`config.mk`:
```
export PLATFORM = sky130hd
export DESIGN_NAME = someip_header_parser
export DESIGN_NICKNAME = d
export VERILOG_FILES = /design/src/rtl/shp_pkg.sv /design/src/rtl/shp_cfg_regs.sv /design/src/rtl/shp_parse_core.sv /design/src/rtl/shp_out_stage.sv /design/src/rtl/someip_header_parser.sv
export VERILOG_INCLUDE_DIRS = /design/src /design/src/rtl
export SDC_FILE = /design/constraint.sdc
export NUM_CORES = 1
export LEC_CHECK = 0
export ABC_AREA = 0
export BUFFER_PORTS_ARGS = -buffer_cell sky130_fd_sc_hd__buf_2
export CAP_MARGIN = 10
export CORE_MARGIN = 2
export CORE_UTILIZATION = 24
export DETAILED_ROUTE_END_ITERATION = 6
export PLACE_DENSITY = 0.4
export SLEW_MARGIN = 20
export SYNTH_ARGS = -nofsm -noshare
export SYNTH_HDL_FRONTEND = slang
export SYNTH_SLANG_ARGS = --single-unit
export TNS_END_PERCENT = 50
```
`constraint.sdc`:
```
create_clock -name aclk -period 6.5 [get_ports aclk]
set_input_delay 0.975 -clock aclk [delete_from_list [all_inputs] [get_ports aclk]]
set_output_delay 0.975 -clock aclk [all_outputs]
set_load 0.01 [all_outputs]
```
`src/rtl/someip_header_parser_defines.svh`:
```
// Assertion macros shared by the SOME/IP header parser RTL.
// Included by the modules that carry concurrent assertions; no other dependencies.
`ifndef SOMEIP_HEADER_PARSER_DEFINES_SVH
`define SOMEIP_HEADER_PARSER_DEFINES_SVH

`ifndef NO_ASSERTIONS
`define SHP_ASSERT(name, clk, rstn, ante, cons, msg) \
    name: assert property (@(posedge clk) disable iff (!rstn) (ante) |-> (cons)) \
        else $error(msg);
`define SHP_ASSERT_NEXT(name, clk, rstn, ante, cons, msg) \
    name: assert property (@(posedge clk) disable iff (!rstn) (ante) |=> (cons)) \
        else $error(msg);
`else
`define SHP_ASSERT(name, clk, rstn, ante, cons, msg)
`define SHP_ASSERT_NEXT(name, clk, rstn, ante, cons, msg)
`endif

`endif

```
`src/rtl/shp_pkg.sv`:
```
// Shared types, codes and helper functions of the SOME/IP header parser.
// Used by every module of the block; depends on nothing.
`timescale 1ns / 1ps

package shp_pkg;

    localparam int unsigned HdrBytes = 16;
    localparam int unsigned HdrIdxW  = $clog2(HdrBytes);
    localparam logic [31:0] LenBias  = 32'd8;

    localparam logic [1:0] KIND_HEADER  = 2'd0;
    localparam logic [1:0] KIND_PAYLOAD = 2'd1;
    localparam logic [1:0] KIND_ERROR   = 2'd2;

    localparam logic [2:0] ST_OK        = 3'd0;
    localparam logic [2:0] ST_MALFORMED = 3'd1;
    localparam logic [2:0] ST_TOO_LONG  = 3'd2;
    localparam logic [2:0] ST_PROTOCOL  = 3'd3;
    localparam logic [2:0] ST_INTERFACE = 3'd4;

    localparam int unsigned CfgIdxW = 3;
    localparam logic [CfgIdxW-1:0] CFG_MAX_PAYLOAD  = 3'd0;
    localparam logic [CfgIdxW-1:0] CFG_PROTOCOL     = 3'd1;
    localparam logic [CfgIdxW-1:0] CFG_INTERFACE    = 3'd2;
    localparam logic [CfgIdxW-1:0] CFG_TYPE_REQUEST = 3'd3;
    localparam logic [CfgIdxW-1:0] CFG_TYPE_RESP    = 3'd4;
    localparam logic [CfgIdxW-1:0] CFG_TYPE_NOTIF   = 3'd5;

    typedef enum logic [2:0] {
        PH_HEADER  = 3'b001,
        PH_PAYLOAD = 3'b010,
        PH_DISCARD = 3'b100
    } phase_t;

    typedef struct packed {
        logic [15:0] max_payload_len;
        logic [7:0]  expected_protocol;
        logic [7:0]  expected_interface;
        logic [7:0]  type_request;
        logic [7:0]  type_response;
        logic [7:0]  type_notification;
    } cfg_t;

    typedef struct packed {
        logic [1:0]  kind;
        logic [15:0] svc_id;
        logic [15:0] mth_id;
        logic [15:0] cli_id;
        logic [15:0] sess_id;
        logic [7:0]  mtype;
        logic [7:0]  ret_code;
        logic [15:0] payload_length;
        logic [7:0]  payload_byte;
        logic [2:0]  status;
        logic        last;
    } result_t;

    // Handshake between the parse core and the output stage.
    typedef struct packed {
        logic emit;
        logic trailing_error;
    } emit_ctl_t;

    function automatic result_t make_error(logic [2:0] code);
        result_t r;
        r        = '0;
        r.kind   = KIND_ERROR;
        r.status = code;
        r.last   = 1'b1;
        return r;
    endfunction

endpackage

```
`src/rtl/shp_cfg_regs.sv`:
```
// Configuration register bank of the SOME/IP header parser.
// Depends on shp_pkg for the register indexes and the cfg_t type.
`timescale 1ns / 1ps

module shp_cfg_regs (
    input  logic                        aclk,
    input  logic                        aresetn,
    input  logic                        wr_en,
    input  logic [shp_pkg::CfgIdxW-1:0] wr_index,
    input  logic [15:0]                 wr_data,
    output shp_pkg::cfg_t               cfg
);

    shp_pkg::cfg_t cfg_reg;
    shp_pkg::cfg_t cfg_next;

    always_comb begin
        cfg_next = cfg_reg;
        if (wr_en) begin
            unique case (wr_index)
                shp_pkg::CFG_MAX_PAYLOAD:  cfg_next.max_payload_len    = wr_data;
                shp_pkg::CFG_PROTOCOL:     cfg_next.expected_protocol  = wr_data[7:0];
                shp_pkg::CFG_INTERFACE:    cfg_next.expected_interface = wr_data[7:0];
                shp_pkg::CFG_TYPE_REQUEST: cfg_next.type_request       = wr_data[7:0];
                shp_pkg::CFG_TYPE_RESP:    cfg_next.type_response      = wr_data[7:0];
                shp_pkg::CFG_TYPE_NOTIF:   cfg_next.type_notification  = wr_data[7:0];
                default: begin
                end
            endcase
        end
    end

    always_ff @(posedge aclk) begin
        if (!aresetn) begin
            cfg_reg.max_payload_len    <= 16'd1024;
            cfg_reg.expected_protocol  <= 8'd1;
            cfg_reg.expected_interface <= 8'd1;
            cfg_reg.type_request       <= 8'd0;
            cfg_reg.type_response      <= 8'd128;
            cfg_reg.type_notification  <= 8'd2;
        end else begin
            cfg_reg <= cfg_next;
        end
    end

    assign cfg = cfg_reg;

endmodule

```
`src/rtl/shp_parse_core.sv`:
```
// Parse state of the SOME/IP header parser: header capture, header checks,
// payload counting and discard. Depends on shp_pkg and the assertion macros.
`timescale 1ns / 1ps
`include "someip_header_parser_defines.svh"

module shp_parse_core (
    input  logic                 aclk,
    input  logic                 aresetn,
    input  logic                 advance,
    input  logic [7:0]           data_byte,
    input  logic                 end_of_datagram,
    input  shp_pkg::cfg_t        cfg,
    output shp_pkg::result_t     res,
    output shp_pkg::emit_ctl_t   ctl
);

    shp_pkg::phase_t               phase_reg, phase_next;
    logic [shp_pkg::HdrIdxW-1:0]   idx_reg, idx_next;
    logic [15:0]                   remain_reg, remain_next;
    logic [7:0]                    hdr_reg [shp_pkg::HdrBytes];

    logic [31:0] len_field;
    logic [31:0] plen;
    logic [15:0] remain_dec;
    logic [2:0]  code;
    logic        type_ok;

    assign len_field  = {hdr_reg[4], hdr_reg[5], hdr_reg[6], hdr_reg[7]};
    assign plen       = len_field - shp_pkg::LenBias;
    assign remain_dec = remain_reg - 16'd1;
    assign type_ok    = (hdr_reg[14] == cfg.type_request) ||
                        (hdr_reg[14] == cfg.type_response) ||
                        (hdr_reg[14] == cfg.type_notification);

    always_comb begin
        priority if (len_field < shp_pkg::LenBias) begin
            code = shp_pkg::ST_MALFORMED;
        end else if (plen > {16'd0, cfg.max_payload_len}) begin
            code = shp_pkg::ST_TOO_LONG;
        end else if (hdr_reg[12] != cfg.expected_protocol) begin
            code = shp_pkg::ST_PROTOCOL;
        end else if (hdr_reg[13] != cfg.expected_interface) begin
            code = shp_pkg::ST_INTERFACE;
        end else if (!type_ok) begin
            code = shp_pkg::ST_MALFORMED;
        end else if ((plen != 32'd0) && end_of_datagram) begin
            code = shp_pkg::ST_MALFORMED;
        end else begin
            code = shp_pkg::ST_OK;
        end
    end

    always_comb begin
        phase_next         = phase_reg;
        idx_next           = idx_reg;
        remain_next        = remain_reg;
        res                = '0;
        ctl.emit           = 1'b0;
        ctl.trailing_error = 1'b0;
        unique case (phase_reg)
            shp_pkg::PH_HEADER: begin
                if (idx_reg != shp_pkg::HdrIdxW'(shp_pkg::HdrBytes - 1)) begin
                    idx_next = idx_reg + 1'b1;
                    if (end_of_datagram) begin
                        idx_next = '0;
                        res      = shp_pkg::make_error(shp_pkg::ST_MALFORMED);
                        ctl.emit = 1'b1;
                    end
                end else begin
                    idx_next = '0;
                    ctl.emit = 1'b1;
                    if (code != shp_pkg::ST_OK) begin
                        res        = shp_pkg::make_error(code);
                        phase_next = end_of_datagram ? shp_pkg::PH_HEADER
                                                     : shp_pkg::PH_DISCARD;
                    end else begin
                        res.kind           = shp_pkg::KIND_HEADER;
                        res.svc_id         = {hdr_reg[0], hdr_reg[1]};
                        res.mth_id         = {hdr_reg[2], hdr_reg[3]};
                        res.cli_id         = {hdr_reg[8], hdr_reg[9]};
                        res.sess_id        = {hdr_reg[10], hdr_reg[11]};
                        res.mtype          = hdr_reg[14];
                        res.ret_code       = data_byte;
                        res.payload_length = plen[15:0];
                        if (plen == 32'd0) begin
                            res.last   = 1'b1;
                            phase_next = end_of_datagram ? shp_pkg::PH_HEADER
                                                         : shp_pkg::PH_DISCARD;
                        end else begin
                            remain_next = plen[15:0];
                            phase_next  = shp_pkg::PH_PAYLOAD;
                        end
                    end
                end
            end
            shp_pkg::PH_PAYLOAD: begin
                remain_next      = remain_dec;
                res.kind         = shp_pkg::KIND_PAYLOAD;
                res.payload_byte = data_byte;
                ctl.emit         = 1'b1;
                if (remain_dec == 16'd0) begin
                    res.last   = 1'b1;
                    phase_next = end_of_datagram ? shp_pkg::PH_HEADER
                                                 : shp_pkg::PH_DISCARD;
                end else if (end_of_datagram) begin
                    ctl.trailing_error = 1'b1;
                    remain_next        = '0;
                    phase_next         = shp_pkg::PH_HEADER;
                end
            end
            default: begin
                if (end_of_datagram) begin
                    phase_next = shp_pkg::PH_HEADER;
                    idx_next   = '0;
                end
            end
        endcase
    end

    always_ff @(posedge aclk) begin
        if (!aresetn) begin
            phase_reg  <= shp_pkg::PH_HEADER;
            idx_reg    <= '0;
            remain_reg <= '0;
        end else if (advance) begin
            phase_reg  <= phase_next;
            idx_reg    <= idx_next;
            remain_reg <= remain_next;
        end
    end

    always_ff @(posedge aclk) begin
        if (advance && (phase_reg == shp_pkg::PH_HEADER)) begin
            hdr_reg[idx_reg] <= data_byte;
        end
    end

    `SHP_ASSERT(a_payload_count, aclk, aresetn, phase_reg == shp_pkg::PH_PAYLOAD, remain_reg != 16'd0, "payload phase entered with nothing left to count")
    `SHP_ASSERT(a_index_payload, aclk, aresetn, phase_reg != shp_pkg::PH_HEADER, idx_reg == '0, "header index not cleared outside header capture")
    `SHP_ASSERT_NEXT(a_split_exit, aclk, aresetn, advance && ctl.trailing_error, phase_reg == shp_pkg::PH_HEADER && remain_reg == 16'd0, "early end of payload did not return to header capture")

endmodule

```
`src/rtl/shp_out_stage.sv`:
```
// Result register of the SOME/IP header parser with a pending slot for the
// malformed status that follows a truncated payload. Depends on shp_pkg and the macros.
`timescale 1ns / 1ps
`include "someip_header_parser_defines.svh"

module shp_out_stage (
    input  logic               aclk,
    input  logic               aresetn,
    input  logic               load,
    input  shp_pkg::result_t   res_in,
    input  shp_pkg::emit_ctl_t ctl,
    output logic               can_accept,
    output logic               m_valid,
    input  logic               m_ready,
    output shp_pkg::result_t   res_out
);

    logic             valid_reg, valid_next;
    logic             pend_reg, pend_next;
    shp_pkg::result_t res_reg, res_next;

    assign can_accept = !pend_reg && (!valid_reg || m_ready);

    always_comb begin
        valid_next = valid_reg;
        pend_next  = pend_reg;
        res_next   = res_reg;
        priority if (load && ctl.emit) begin
            valid_next = 1'b1;
            res_next   = res_in;
            pend_next  = ctl.trailing_error;
        end else if (valid_reg && m_ready) begin
            if (pend_reg) begin
                res_next  = shp_pkg::make_error(shp_pkg::ST_MALFORMED);
                pend_next = 1'b0;
            end else begin
                valid_next = 1'b0;
            end
        end
    end

    always_ff @(posedge aclk) begin
        if (!aresetn) begin
            valid_reg <= 1'b0;
            pend_reg  <= 1'b0;
        end else begin
            valid_reg <= valid_next;
            pend_reg  <= pend_next;
        end
    end

    always_ff @(posedge aclk) begin
        res_reg <= res_next;
    end

    assign m_valid = valid_reg;
    assign res_out = res_reg;

    `SHP_ASSERT(a_pend_valid, aclk, aresetn, pend_reg, valid_reg, "pending status without a result in the register")
    `SHP_ASSERT(a_pend_blocks, aclk, aresetn, pend_reg, !can_accept, "new request taken while a status is pending")
    `SHP_ASSERT_NEXT(a_pend_issue, aclk, aresetn, pend_reg && valid_reg && m_ready, valid_reg && !pend_reg && res_reg.kind == shp_pkg::KIND_ERROR && res_reg.status == shp_pkg::ST_MALFORMED && res_reg.last, "pending malformed status not presented")

endmodule

```
`src/rtl/someip_header_parser.sv`:
```
// Top level of the SOME/IP message header parser: input register, parse core,
// configuration bank and result register. Depends on shp_pkg and the shp_* modules.
`timescale 1ns / 1ps

// The parser takes one datagram byte per cycle while the result register is not
// stalled by m_tready or a pending status, and gives at most one result per cycle;
// an accepted byte is registered in the input register and its result in the result
// register. The input register, the combinational header checks and the result
// register set that rate. A datagram that ends inside its payload yields a payload
// byte followed by a malformed status, so the next byte waits in the input register
// while the second result is presented. There is no clearing pass after reset.
module someip_header_parser (
    input  logic                        aclk,
    input  logic                        aresetn,
    input  logic                        s_tvalid,
    output logic                        s_tready,
    input  logic [7:0]                  s_tdata,   // [7:0] data_byte
    input  logic                        s_tlast,   // end_of_datagram
    output logic                        m_tvalid,
    input  logic                        m_tready,
    // [15:0] svc_id, [31:16] mth_id, [47:32] cli_id, [63:48] sess_id,
    // [71:64] mtype, [79:72] ret_code, [95:80] payload_length,
    // [103:96] payload_byte, [106:104] status, [111:107] zero
    output logic [111:0]                m_tdata,
    output logic [1:0]                  m_tuser,   // [1:0] kind
    output logic                        m_tlast,   // last
    input  logic                        cfg_valid,
    output logic                        cfg_ready,
    input  logic [shp_pkg::CfgIdxW-1:0] cfg_index,
    input  logic [15:0]                 cfg_data
);

    logic               in_valid_reg;
    logic [7:0]         in_byte_reg;
    logic               in_end_reg;
    logic               advance;
    logic               can_accept;
    shp_pkg::cfg_t      cfg;
    shp_pkg::result_t   core_res;
    shp_pkg::emit_ctl_t core_ctl;
    shp_pkg::result_t   out_res;

    assign advance   = in_valid_reg && can_accept;
    assign s_tready  = !in_valid_reg || advance;
    assign cfg_ready = 1'b1;

    always_ff @(posedge aclk) begin
        if (!aresetn) begin
            in_valid_reg <= 1'b0;
        end else if (s_tvalid && s_tready) begin
            in_valid_reg <= 1'b1;
        end else if (advance) begin
            in_valid_reg <= 1'b0;
        end
    end

    always_ff @(posedge aclk) begin
        if (s_tvalid && s_tready) begin
            in_byte_reg <= s_tdata;
            in_end_reg  <= s_tlast;
        end
    end

    shp_cfg_regs u_cfg (
        .aclk     (aclk),
        .aresetn  (aresetn),
        .wr_en    (cfg_valid && cfg_ready),
        .wr_index (cfg_index),
        .wr_data  (cfg_data),
        .cfg      (cfg)
    );

    shp_parse_core u_core (
        .aclk            (aclk),
        .aresetn         (aresetn),
        .advance         (advance),
        .data_byte       (in_byte_reg),
        .end_of_datagram (in_end_reg),
        .cfg             (cfg),
        .res             (core_res),
        .ctl             (core_ctl)
    );

    shp_out_stage u_out (
        .aclk       (aclk),
        .aresetn    (aresetn),
        .load       (advance),
        .res_in     (core_res),
        .ctl        (core_ctl),
        .can_accept (can_accept),
        .m_valid    (m_tvalid),
        .m_ready    (m_tready),
        .res_out    (out_res)
    );

    assign m_tdata = {5'd0,
                      out_res.status,
                      out_res.payload_byte,
                      out_res.payload_length,
                      out_res.ret_code,
                      out_res.mtype,
                      out_res.sess_id,
                      out_res.cli_id,
                      out_res.mth_id,
                      out_res.svc_id};
    assign m_tuser = out_res.kind;
    assign m_tlast = out_res.last;

endmodule

```
==> qor.yml, run 1 <==
status: "complete, no violations"
setup_tns_ns: 0
antenna_found_initial: 2
io_buffers: 144
die_area_mm2: 0.0573
die_w_um: 239
power.density_mw_per_mm2: 287
ir_drop_mv: 0.134
synth_common_cells: "edfxtp_1 (239), nand2_1 (144), and2_1 (97), dfxtp_1 (82), a21oi_1 (72)"
placed_cell_area_mm2: 0.0149
timing.final.max_slew_violations: 0
synth-seq-cells: 321
routedWlPerCell_um: 18.7
ctsHoldBuffers: 0
overflow: 0
cts_buffers: 39
area_growth_pct: 21.7
setup_violations: 0
critPathKind: "reg2reg"
critPathBufInv: 2
yosys_warnings: 0
synth.area.top_cells: "edfxtp_1 (54%), dfxtp_1 (12%), and2_1 (4.6%)"
wl_mm: 37.9
slew_headroom_pct: 31.2
path_clk_slew_ns: 0.07
cts_resized: 0
ctsHtreeMaxLevel: 2
grt_max_degree: 84
cp_cell_sequence: "inv_1 > ha_1 > nor3b_1 > nand2_1 > nor3_1 > nor3b_1 > xnor2_1 > inv_1 > ha_1 > a211o_1 > a21oi_1 > o21ai_0 > a211oi_1 > a31oi_4 > or2_2 > o21ai_1"
num_rows: 86
path_delay_family: "compound AO/OA/AOI/OAI gates"
first_iter_violations: 568
largest_reg_flops: 120
synth_top_area_cell: "edfxtp_1"
endpoint_kind: "flop"
min_path_type: "reg2reg"
synth-edff-count: 239
diodes: 0
synthArstFlopShare_pct: 0
post-cts-setup-buffer-count: 0
critPathRequiredTime_ns: 6.99
cap_violations: 0
grt_pass1_vias: 8538
vias_per_cell: 4.37
leakagePower_nw: 5.39
cp.arrival_ns: 5.40
clock_sinks: 321
grt_pass1_wl_mm: 56.1
cts_tree: "done"
vias: 8866
yosysUniqueCellTypes: 66
fin_area_mm2: 0.0162
seq_power_share_pct: 49.0
clock_latency_ns: 0.56
seq_area_mm2: 0.00882
grt_usage_pct: 13.2
cts_buffer_depth: 3
synthCells: 1100
fin_skew_ns: 0.0315
switchingPower_mw: 1.00
root_buffer: "clkbuf_16"
period_needed_ns: 4.92
synth_top_area_share_pct: 54.0
gp_congestion: 0.822
drt_pre_antenna_iters: 5
post-route-period-util_pct: 75.6
drcViolationCount: 0
syn_area_per_cell_um2: 12.1
max_freq_mhz: 203
combPwrFrac_pct: 2.8
slowest_stage: "a211oi_1"
die_h_um: 239
rsz0062_at_grt: "false"
ys.flop_type: "edfxtp_1"
io_pins: 151
whs_ns: 0.454
clock_power_share_pct: 48.2
slowest_delay_ns: 0.61
critPathMaxFanout: 28
startpoint_type: "flop"
fill_cells: 5627
core_area_mm2: 0.0550
start_util_pct: 24.2
yosysSeqAreaShare_pct: 66.3
netSwitchingFraction_pct: 21.6
synth.most_common_cell: "edfxtp_1"
p_int_mw: 3.63
ant_nets: 0
drive_gt1_share_pct: 18.1
syn_area_mm2: 0.0133
hold_violations: 0
dp_hpwl_mm: 24.9
multi_input_area_mm2: 0.00416
max_slew.worst_pin.slew_ns: 1.03
nets: 1305
cell families after synthesis:
family / share of synthesized area [%]
AND/OR/NAND/NOR: 17.6
flip-flops: 66.3
AO/OA/AOI/OAI: 7.14
buffers and inverters: 2.72
XOR/XNOR: 3.89
adder cells (fa/ha/maj): 2.16
other: 0.0565
multiplexers: 0.151
metal layers:
layer / part of all wire [%] / vias up / global-route usage [%] / wire, um
met1: 47 / 4338 / 18.1 / 17800
met2: 45 / 243 / 20.7 / 17200
li1: - / 4228 / - / -
met3: 5.9 / 53 / 3.22 / 2220
met4: 1.7 / 4 / 3.47 / 649
met5: 0.061 / - / 0 / 23
power groups by stage:
stage / combinational [mW] / sequential (mW) / clock [mW]
6_report: 0.130 / 2.27 / 2.23
5_1_grt: 0.144 / 2.28 / 2.38
4_1_cts: 0.130 / 2.28 / 2.30
3_5_place_dp: 0.129 / 2.32 / 0
3_3_place_gp: 0.129 / 2.32 / 0
2_1_floorplan: 0.0527 / 2.31 / 0
layout by cell type (no fill, tap or decap), drive strengths merged, types with 3 or more instances in the layout:
| cell type | count |
|---|---|
| o22ai | 10 |
| a211oi | 9 |
| conb | 6 |
| or4 | 5 |
| ha | 23 |
| a2111oi | 3 |
| a41oi | 3 |
| a211o | 3 |
| o211ai | 6 |
| edfxtp | 239 |
| nor4b | 5 |
| nor4 | 30 |
| nor3 | 28 |
| nand4 | 13 |
| xnor2 | 30 |
| nand2 | 145 |
| buf | 152 |
| clkinvlp | 3 |
| nand3 | 24 |
| clkbuf | 53 |
| clkinv | 10 |
| xor2 | 29 |
| nor2 | 64 |
| dfxtp | 82 |
| a31oi | 4 |
| or3 | 5 |
| bufinv | 5 |
| nand2b | 10 |
| inv | 42 |
| nor3b | 5 |
| o21ai | 24 |
| nand4b | 4 |
| a21oi | 73 |
| nor2b | 5 |
| and2 | 97 |
| o21a | 5 |
cell type report:
class                   count  area share, %
flip-flops and latches    321           54.5
multi-input cells         694           25.7
clock buffers              53           6.61
well taps                 748           5.78
repair buffers            152           4.95
clock inverters            19           1.47
inverters                  41          0.951
worst paths after layout:
check,from,end,slack (ns),depth (start not counted)
worst max-delay path,u_core.hdr_reg[7][3],u_core.remain_reg[6],1.58,16
worst min-delay path,u_cfg.cfg[49],u_cfg.cfg[49],0.45,2
worst max register to register,u_core.hdr_reg[7][3],u_core.remain_reg[6],1.58,16
worst min register to register,u_cfg.cfg[49],u_cfg.cfg[49],0.45,2
worst min-delay path: cells and delay by family (launching register included):
family | cells | cell delay (ns)
AO/OA/AOI/OAI | 1 | 0.05
AND/OR/NAND/NOR | 1 | 0.05
flip-flops | 1 | 0.30
stage by stage:
step           setup slack [ns]  instances  utilization (%)  power (mW)
5_1_grt                    1.09       2028             29.4        4.80
6_report                   1.58       2028             29.4        4.64
3_3_place_gp               1.85       1955             27.0        2.45
2_1_floorplan              2.53       1104                -        2.36
3_5_place_dp               1.65       1955             27.0        2.45
4_1_cts                    1.61       2027             29.4        4.70
(Power assumes the default switching activity.)
==> run 2, diff against run 1 <==
==> constraint.sdc (replaced) <==
create_clock -name aclk -period 4.8 [get_ports aclk]
set_input_delay 0.72 -clock aclk [delete_from_list [all_inputs] [get_ports aclk]]
set_output_delay 0.72 -clock aclk [all_outputs]
set_load 0.01 [all_outputs]
==> qor.yml, run 2 (synthesized netlist as in run 1, its figures left out) <==
first_iter_violations: 533  # was 568
path_delay_family: "compound AO/OA/AOI/OAI gates"  # unchanged
hold_violations: 0  # unchanged
io_buffers: 144  # unchanged
critPathRequiredTime_ns: 5.22  # was 6.99 ns
setup_violations: 0  # unchanged
drt_pre_antenna_iters: 5  # unchanged
drcViolationCount: 0  # unchanged
grt_max_degree: 84  # unchanged
routedWlPerCell_um: 18.4  # was 18.7 um
combPwrFrac_pct: 2.9  # was 2.8%
cts_buffers: 37  # was 39
overflow: 0  # unchanged
post-route-period-util_pct: 89.3  # was 75.6%
grt_pass1_wl_mm: 55.9  # was 56.1 mm
utilization_pct: 29.4  # about the same
fill_cells: 5620  # was 5627
max_freq_mhz: 233  # was 203 MHz
ant_nets: 0  # unchanged
seq_power_share_pct: 50.6  # was 49.0%
ir_drop_mv: 0.220  # was 0.134 mV
crit_path_end: "u_core.remain_reg[10]"  # was u_core.remain_reg[6]
die_h_um: 239  # unchanged
cp_cell_sequence: "inv_1 > ha_1 > nor3b_1 > nand2_1 > nor3_1 > nor3b_1 > xnor2_1 > inv_1 > ha_1 > a211o_1 > a21oi_1 > o21ai_0 > a211oi_1 > buf_4 > a31oi_4 > buf_4 > o21ai_0 > a21oi_1"  # was inv_1 > ha_1 > nor3b_1 > nand2_1 > nor3_1 > nor3b_1 > xnor2_1 > inv_1 > ha_1 > a211o_1 > a21oi_1 > o21ai_0 > a211oi_1 > a31oi_4 > or2_2 > o21ai_1
status: "complete, no violations"  # unchanged
rsz0062_at_grt: "false"  # unchanged
slowest_delay_ns: 0.39  # was 0.61 ns
root_buffer: "clkbuf_16"  # unchanged
clock_power_share_pct: 46.5  # was 48.2%
diodes: 0  # unchanged
endpoint_kind: "flop"  # unchanged
power.density_mw_per_mm2: 375  # was 287 mW/mm^2
slew_headroom_pct: 29.7  # was 31.2%
cts_resized: 0  # unchanged
most-common-layout-cells: "edfxtp_1 (239), nand2_1 (144), buf_2 (144)"  # unchanged
whs_ns: 0.370  # was 0.454 ns
cap_violations: 0  # unchanged
nets: 1314  # was 1305
antenna_found_initial: 3  # was 2
path_clk_slew_ns: 0.06  # was 0.07 ns
grt_pass1_vias: 8751  # was 8538
reg2reg_from: "u_core.hdr_reg[7][3]"  # unchanged
startpoint_type: "flop"  # unchanged
ctsHtreeMaxLevel: 2  # unchanged
die_area_mm2: 0.0573  # unchanged
ff2ff_path_depth: 18  # was 16
netSwitchingFraction_pct: 21.5  # was 21.6%
critPathKind: "reg2reg"  # unchanged
die_w_um: 239  # unchanged
ctsHoldBuffers: 0  # unchanged
cts_buffer_depth: 3  # unchanged
critPathBufInv: 4  # was 2
core_area_mm2: 0.0550  # unchanged
cts_tree: "done"  # unchanged
p_int_mw: 4.77  # was 3.63 mW
timing.final.max_slew_violations: 0  # unchanged
start_util_pct: 24.2  # unchanged
io_pins: 151  # unchanged
clock_sinks: 321  # unchanged
post-cts-setup-buffer-count: 0  # unchanged
drive_gt1_share_pct: 18.4  # was 18.1%
r2r-end: "u_core.remain_reg[10]"  # was u_core.remain_reg[6]
critPathMaxFanout: 16  # was 28
setup_tns_ns: 0  # unchanged
vias_per_cell: 4.34  # was 4.37
gp_congestion: 0.810  # was 0.822
wl_mm: 37.4  # was 37.9 mm
clock_latency_ns: 0.54  # was 0.56 ns
leakagePower_nw: 5.41  # was 5.39 nW
largest_reg_flops: 120  # unchanged
critical_path_depth: 18  # was 16
slowest_stage: "edfxtp_1"  # was a211oi_1
period_needed_ns: 4.29  # was 4.92 ns
startpoint: "u_core.hdr_reg[7][3]"  # unchanged
num_rows: 86  # unchanged
min_path_type: "in2reg"  # was reg2reg
r2r_slack_ns: 0.51  # was 1.58 ns
cp.arrival_ns: 4.71  # was 5.40 ns
fin_skew_ns: 0.0162  # was 0.0315 ns
layout_commonest_cell: "edfxtp_1"  # unchanged
grt_usage_pct: 13.1  # was 13.2%
dp_hpwl_mm: 24.9  # about the same
vias: 8837  # was 8866
area_growth_pct: 21.7  # about the same
max_slew.worst_pin.slew_ns: 1.06  # was 1.03 ns
switchingPower_mw: 1.31  # was 1.00 mW
[run 2: cell count changes in the layout (fill, tap and decap cells not counted)]
cell,delta
nor3_2,-1
clkinv_8,-1
clkinv_1,+11
clkbuf_1,-9
buf_8,-1
clkbuf_16,-1
clkbuf_8,-2
nor3_4,+1
clkinvlp_4,-1
buf_4,+10
buf_12,+2
bufinv_16,-1
[run 2: through the flow]
step | power (mW) | cells | setup WS (ns) | cell area, um^2
final | 6.08 | 2035 | 0.513 | 16200
after global routing | 6.30 | 2035 | 0.0497 | 16200
after CTS | 6.18 | 2035 | 0.514 | 16200
after detailed placement | 3.32 | 1967 | 0.544 | 15000
after global placement | 3.32 | 1967 | 0.683 | 15000
after floorplan | 3.20 | 1104 | 0.826 | 13300
[run 2: final cells by class]
type / instances / area (um^2) / share of cell area, %
Clock buffer: 41 / 983 / 6.08
Multi-Input combinational cell: 694 / 4170 / 25.8
Inverter: 41 / 154 / 0.951
Tap cell: 748 / 936 / 5.78
Clock inverter: 27 / 225 / 1.39
Timing Repair Buffer: 163 / 901 / 5.57
Sequential cell: 321 / 8820 / 54.5
[run 2: power by group through the flow]
stage | Combinational (mW) | Sequential (mW) | Clock [mW]
after floorplan | 0.0714 | 3.13 | 0
after global placement | 0.178 | 3.14 | 0
after detailed placement | 0.177 | 3.14 | 0
after CTS | 0.178 | 3.08 | 2.92
after global routing | 0.194 | 3.09 | 3.02
final | 0.175 | 3.08 | 2.82
[run 2: worst min-delay path by stage]
stage / startpoint / to / cells after the start
3_5_place_dp: u_cfg.cfg[48] / u_cfg.cfg[48] / 2
4_1_cts: s_tdata[0] / in_byte_reg[0] / 1
2_1_floorplan: u_cfg.cfg[41] / u_cfg.cfg[41] / 2
3_3_place_gp: u_cfg.cfg[42] / u_cfg.cfg[42] / 2
5_1_grt: s_tdata[5] / in_byte_reg[5] / 1
6_report: s_tdata[0] / in_byte_reg[0] / 1
[run 2: routing by layer]
metal  wire, um  global-route usage [%]
met1      17800                    17.7
met2      16800                    20.6
met3       1830                    3.08
met4        936                    4.07
met5         35                       0
==> run 3, diff against run 2 <==
--- a/config.mk
+++ b/config.mk
@@ -7,7 +7,7 @@
 export NUM_CORES = 1
 export LEC_CHECK = 0
 export ABC_AREA = 0
-export BUFFER_PORTS_ARGS = -buffer_cell sky130_fd_sc_hd__buf_2
+export BUFFER_PORTS_ARGS = -buffer_cell sky130_fd_sc_hd__clkbuf_2
 export CAP_MARGIN = 10
 export CORE_MARGIN = 2
 export CORE_UTILIZATION = 24
==> qor.yml, run 3 (synthesized netlist as in run 1, its figures left out) <==
io_pins: 151  # unchanged
clock_latency_ns: 0.54  # about the same
hold_violations: 0  # unchanged
setup_violations: 0  # unchanged
status: "complete, no violations"  # unchanged
cts_resized: 0  # unchanged
leakagePower_nw: 5.59  # was 5.41 nW
grt_max_degree: 84  # unchanged
antenna_found_initial: 2  # was 3
ctsHoldBuffers: 0  # unchanged
power_mw: 6.47  # was 6.08 mW
cts_buffers: 38  # was 37
largest_reg_flops: 120  # unchanged
die_w_um: 239  # unchanged
period_needed_ns: 4.42  # was 4.29 ns
dp_hpwl_mm: 25.2  # was 24.9 mm
slowest_delay_ns: 0.43  # was 0.39 ns
startpoint_type: "flop"  # unchanged
diodes: 0  # unchanged
layout_commonest_cell: "edfxtp_1"  # unchanged
path_clk_slew_ns: 0.06  # about the same
max_slew.worst_pin.slew_ns: 1.10  # was 1.06 ns
num_rows: 86  # unchanged
power.density_mw_per_mm2: 395  # was 375 mW/mm^2
routedWlPerCell_um: 18.6  # was 18.4 um
met3_usage_pct: 2.86  # was 3.08%
critPathKind: "reg2reg"  # unchanged
cp.arrival_ns: 4.80  # was 4.71 ns
min_path_type: "in2reg"  # unchanged
grt_usage_pct: 13.2  # was 13.1%
most-common-layout-cells: "edfxtp_1 (239), nand2_1 (144), clkbuf_2 (144)"  # was edfxtp_1 (239), nand2_1 (144), buf_2 (144)
cap_violations: 0  # unchanged
grt_pass1_vias: 8738  # was 8751
ir_drop_mv: 0.296  # was 0.220 mV
vias_per_cell: 4.34  # about the same
ant_nets: 0  # unchanged
io_buffers: 144  # unchanged
drcViolationCount: 0  # unchanged
cp_cell_sequence: "inv_1 > ha_1 > nor3b_1 > nand2_1 > nor3_1 > nor3b_1 > xnor2_1 > inv_1 > ha_1 > a211o_1 > a21oi_1 > o21ai_0 > a211oi_1 > buf_4 > a31oi_4 > buf_4 > o21ai_0 > a21oi_1"  # unchanged
gp_congestion: 0.803  # was 0.810
post-route-period-util_pct: 92.2  # was 89.3%
ctsHtreeMaxLevel: 2  # unchanged
path_delay_family: "compound AO/OA/AOI/OAI gates"  # unchanged
timing.final.max_slew_violations: 0  # unchanged
first_iter_violations: 485  # was 533
top_usage_layer: "met2"  # unchanged
start_util_pct: 24.2  # unchanged
max_freq_mhz: 226  # was 233 MHz
die_area_mm2: 0.0573  # unchanged
post-cts-setup-buffer-count: 0  # unchanged
die_h_um: 239  # unchanged
wl_mm: 37.8  # was 37.4 mm
grt_pass1_wl_mm: 56.5  # was 55.9 mm
vias: 8842  # was 8837
critPathRequiredTime_ns: 5.18  # was 5.22 ns
drive_gt1_share_pct: 19.2  # was 18.4%
overflow: 0  # unchanged
clock_sinks: 321  # unchanged
critPathMaxFanout: 16  # unchanged
endpoint_kind: "flop"  # unchanged
cts_tree: "done"  # unchanged
rsz0062_at_grt: "false"  # unchanged
core_area_mm2: 0.0550  # unchanged
use_met1_pct: 18.4  # was 17.7%
cts_buffer_depth: 3  # unchanged
slew_headroom_pct: 26.5  # was 29.7%
slowest_stage: "edfxtp_1"  # unchanged
nets: 1316  # was 1314
use_met2_pct: 20.5  # was 20.6%
critPathBufInv: 4  # unchanged
root_buffer: "clkbuf_16"  # unchanged
setup_tns_ns: 0  # unchanged
drt_pre_antenna_iters: 5  # unchanged
fin_skew_ns: 0.0179  # was 0.0162 ns
area_growth_pct: 23.0  # was 21.7%
-- run 3: cell types whose count changed in the layout (fill, tap and decap cells not counted) --
cell	delta
buf_2	-144
clkbuf_2	+144
clkinv_1	-12
bufinv_16	+5
clkbuf_1	+3
buf_4	+2
clkbuf_8	+2
buf_12	-1
clkbuf_16	+1
clkinv_2	+1
clkinvlp_4	-1
inv_6	+1
-- run 3: final cells by class --
class	count	area, um^2
inverter	41	154
timing repair buffer	164	896
tap	748	936
sequential	321	8820
clock buffer	47	1050
fill	5627	38600
clock inverter	21	337
multi-input combinational	694	4170
-- run 3: power by group --
part / switching (mW) / leakage [nW] / internal, mW
Combinational: 0.118 / 2.17 / 0.0556
Sequential: 0.0548 / 2.74 / 3.03
Clock: 1.18 / 0.678 / 2.04
-- run 3: final timing paths --
path / cells past startpoint / to / slack, ns / from
worst max-delay path: 18 / u_core.remain_reg[10] / 0.38 / u_core.hdr_reg[7][4]
worst min-delay path: 1 / in_byte_reg[2] / 0.36 / s_tdata[2]
worst max register to register: 18 / u_core.remain_reg[10] / 0.38 / u_core.hdr_reg[7][4]
worst min register to register: 2 / u_cfg.cfg[55] / 0.46 / u_cfg.cfg[55]
-- run 3: per-layer routing --
layer	share of wire (%)	vias to the layer above
met5	0.053	-
met4	2.0	4
met3	5.0	53
met2	45	221
met1	48	4299
li1	-	4265
-- run 3: worst register-to-register path: cells and delay by family (launching register included) --
| kind | cells | cell delay (ns) |
|---|---|---|
| xor+xnor | 1 | 0.27 |
| flops | 1 | 0.43 |
| simple gates | 4 | 1.04 |
| compound gates | 7 | 1.30 |
| fa+ha+maj | 2 | 0.56 |
| buf+inv | 4 | 0.66 |
-- run 3: per-stage QoR --
step                      instances  hold WS, ns  area, um^2  util, %  setup slack [ns]
after CTS                      2036        0.326       16300     29.7             0.458
after detailed placement       1968        0.452       15000     27.2             0.504
final                          2036        0.361       16400     29.7             0.376
after global routing           2036        0.335       16400     29.7            0.0837
after global placement         1968        0.449       15000     27.2             0.684
after floorplan                1104        0.436       13300        -             0.826
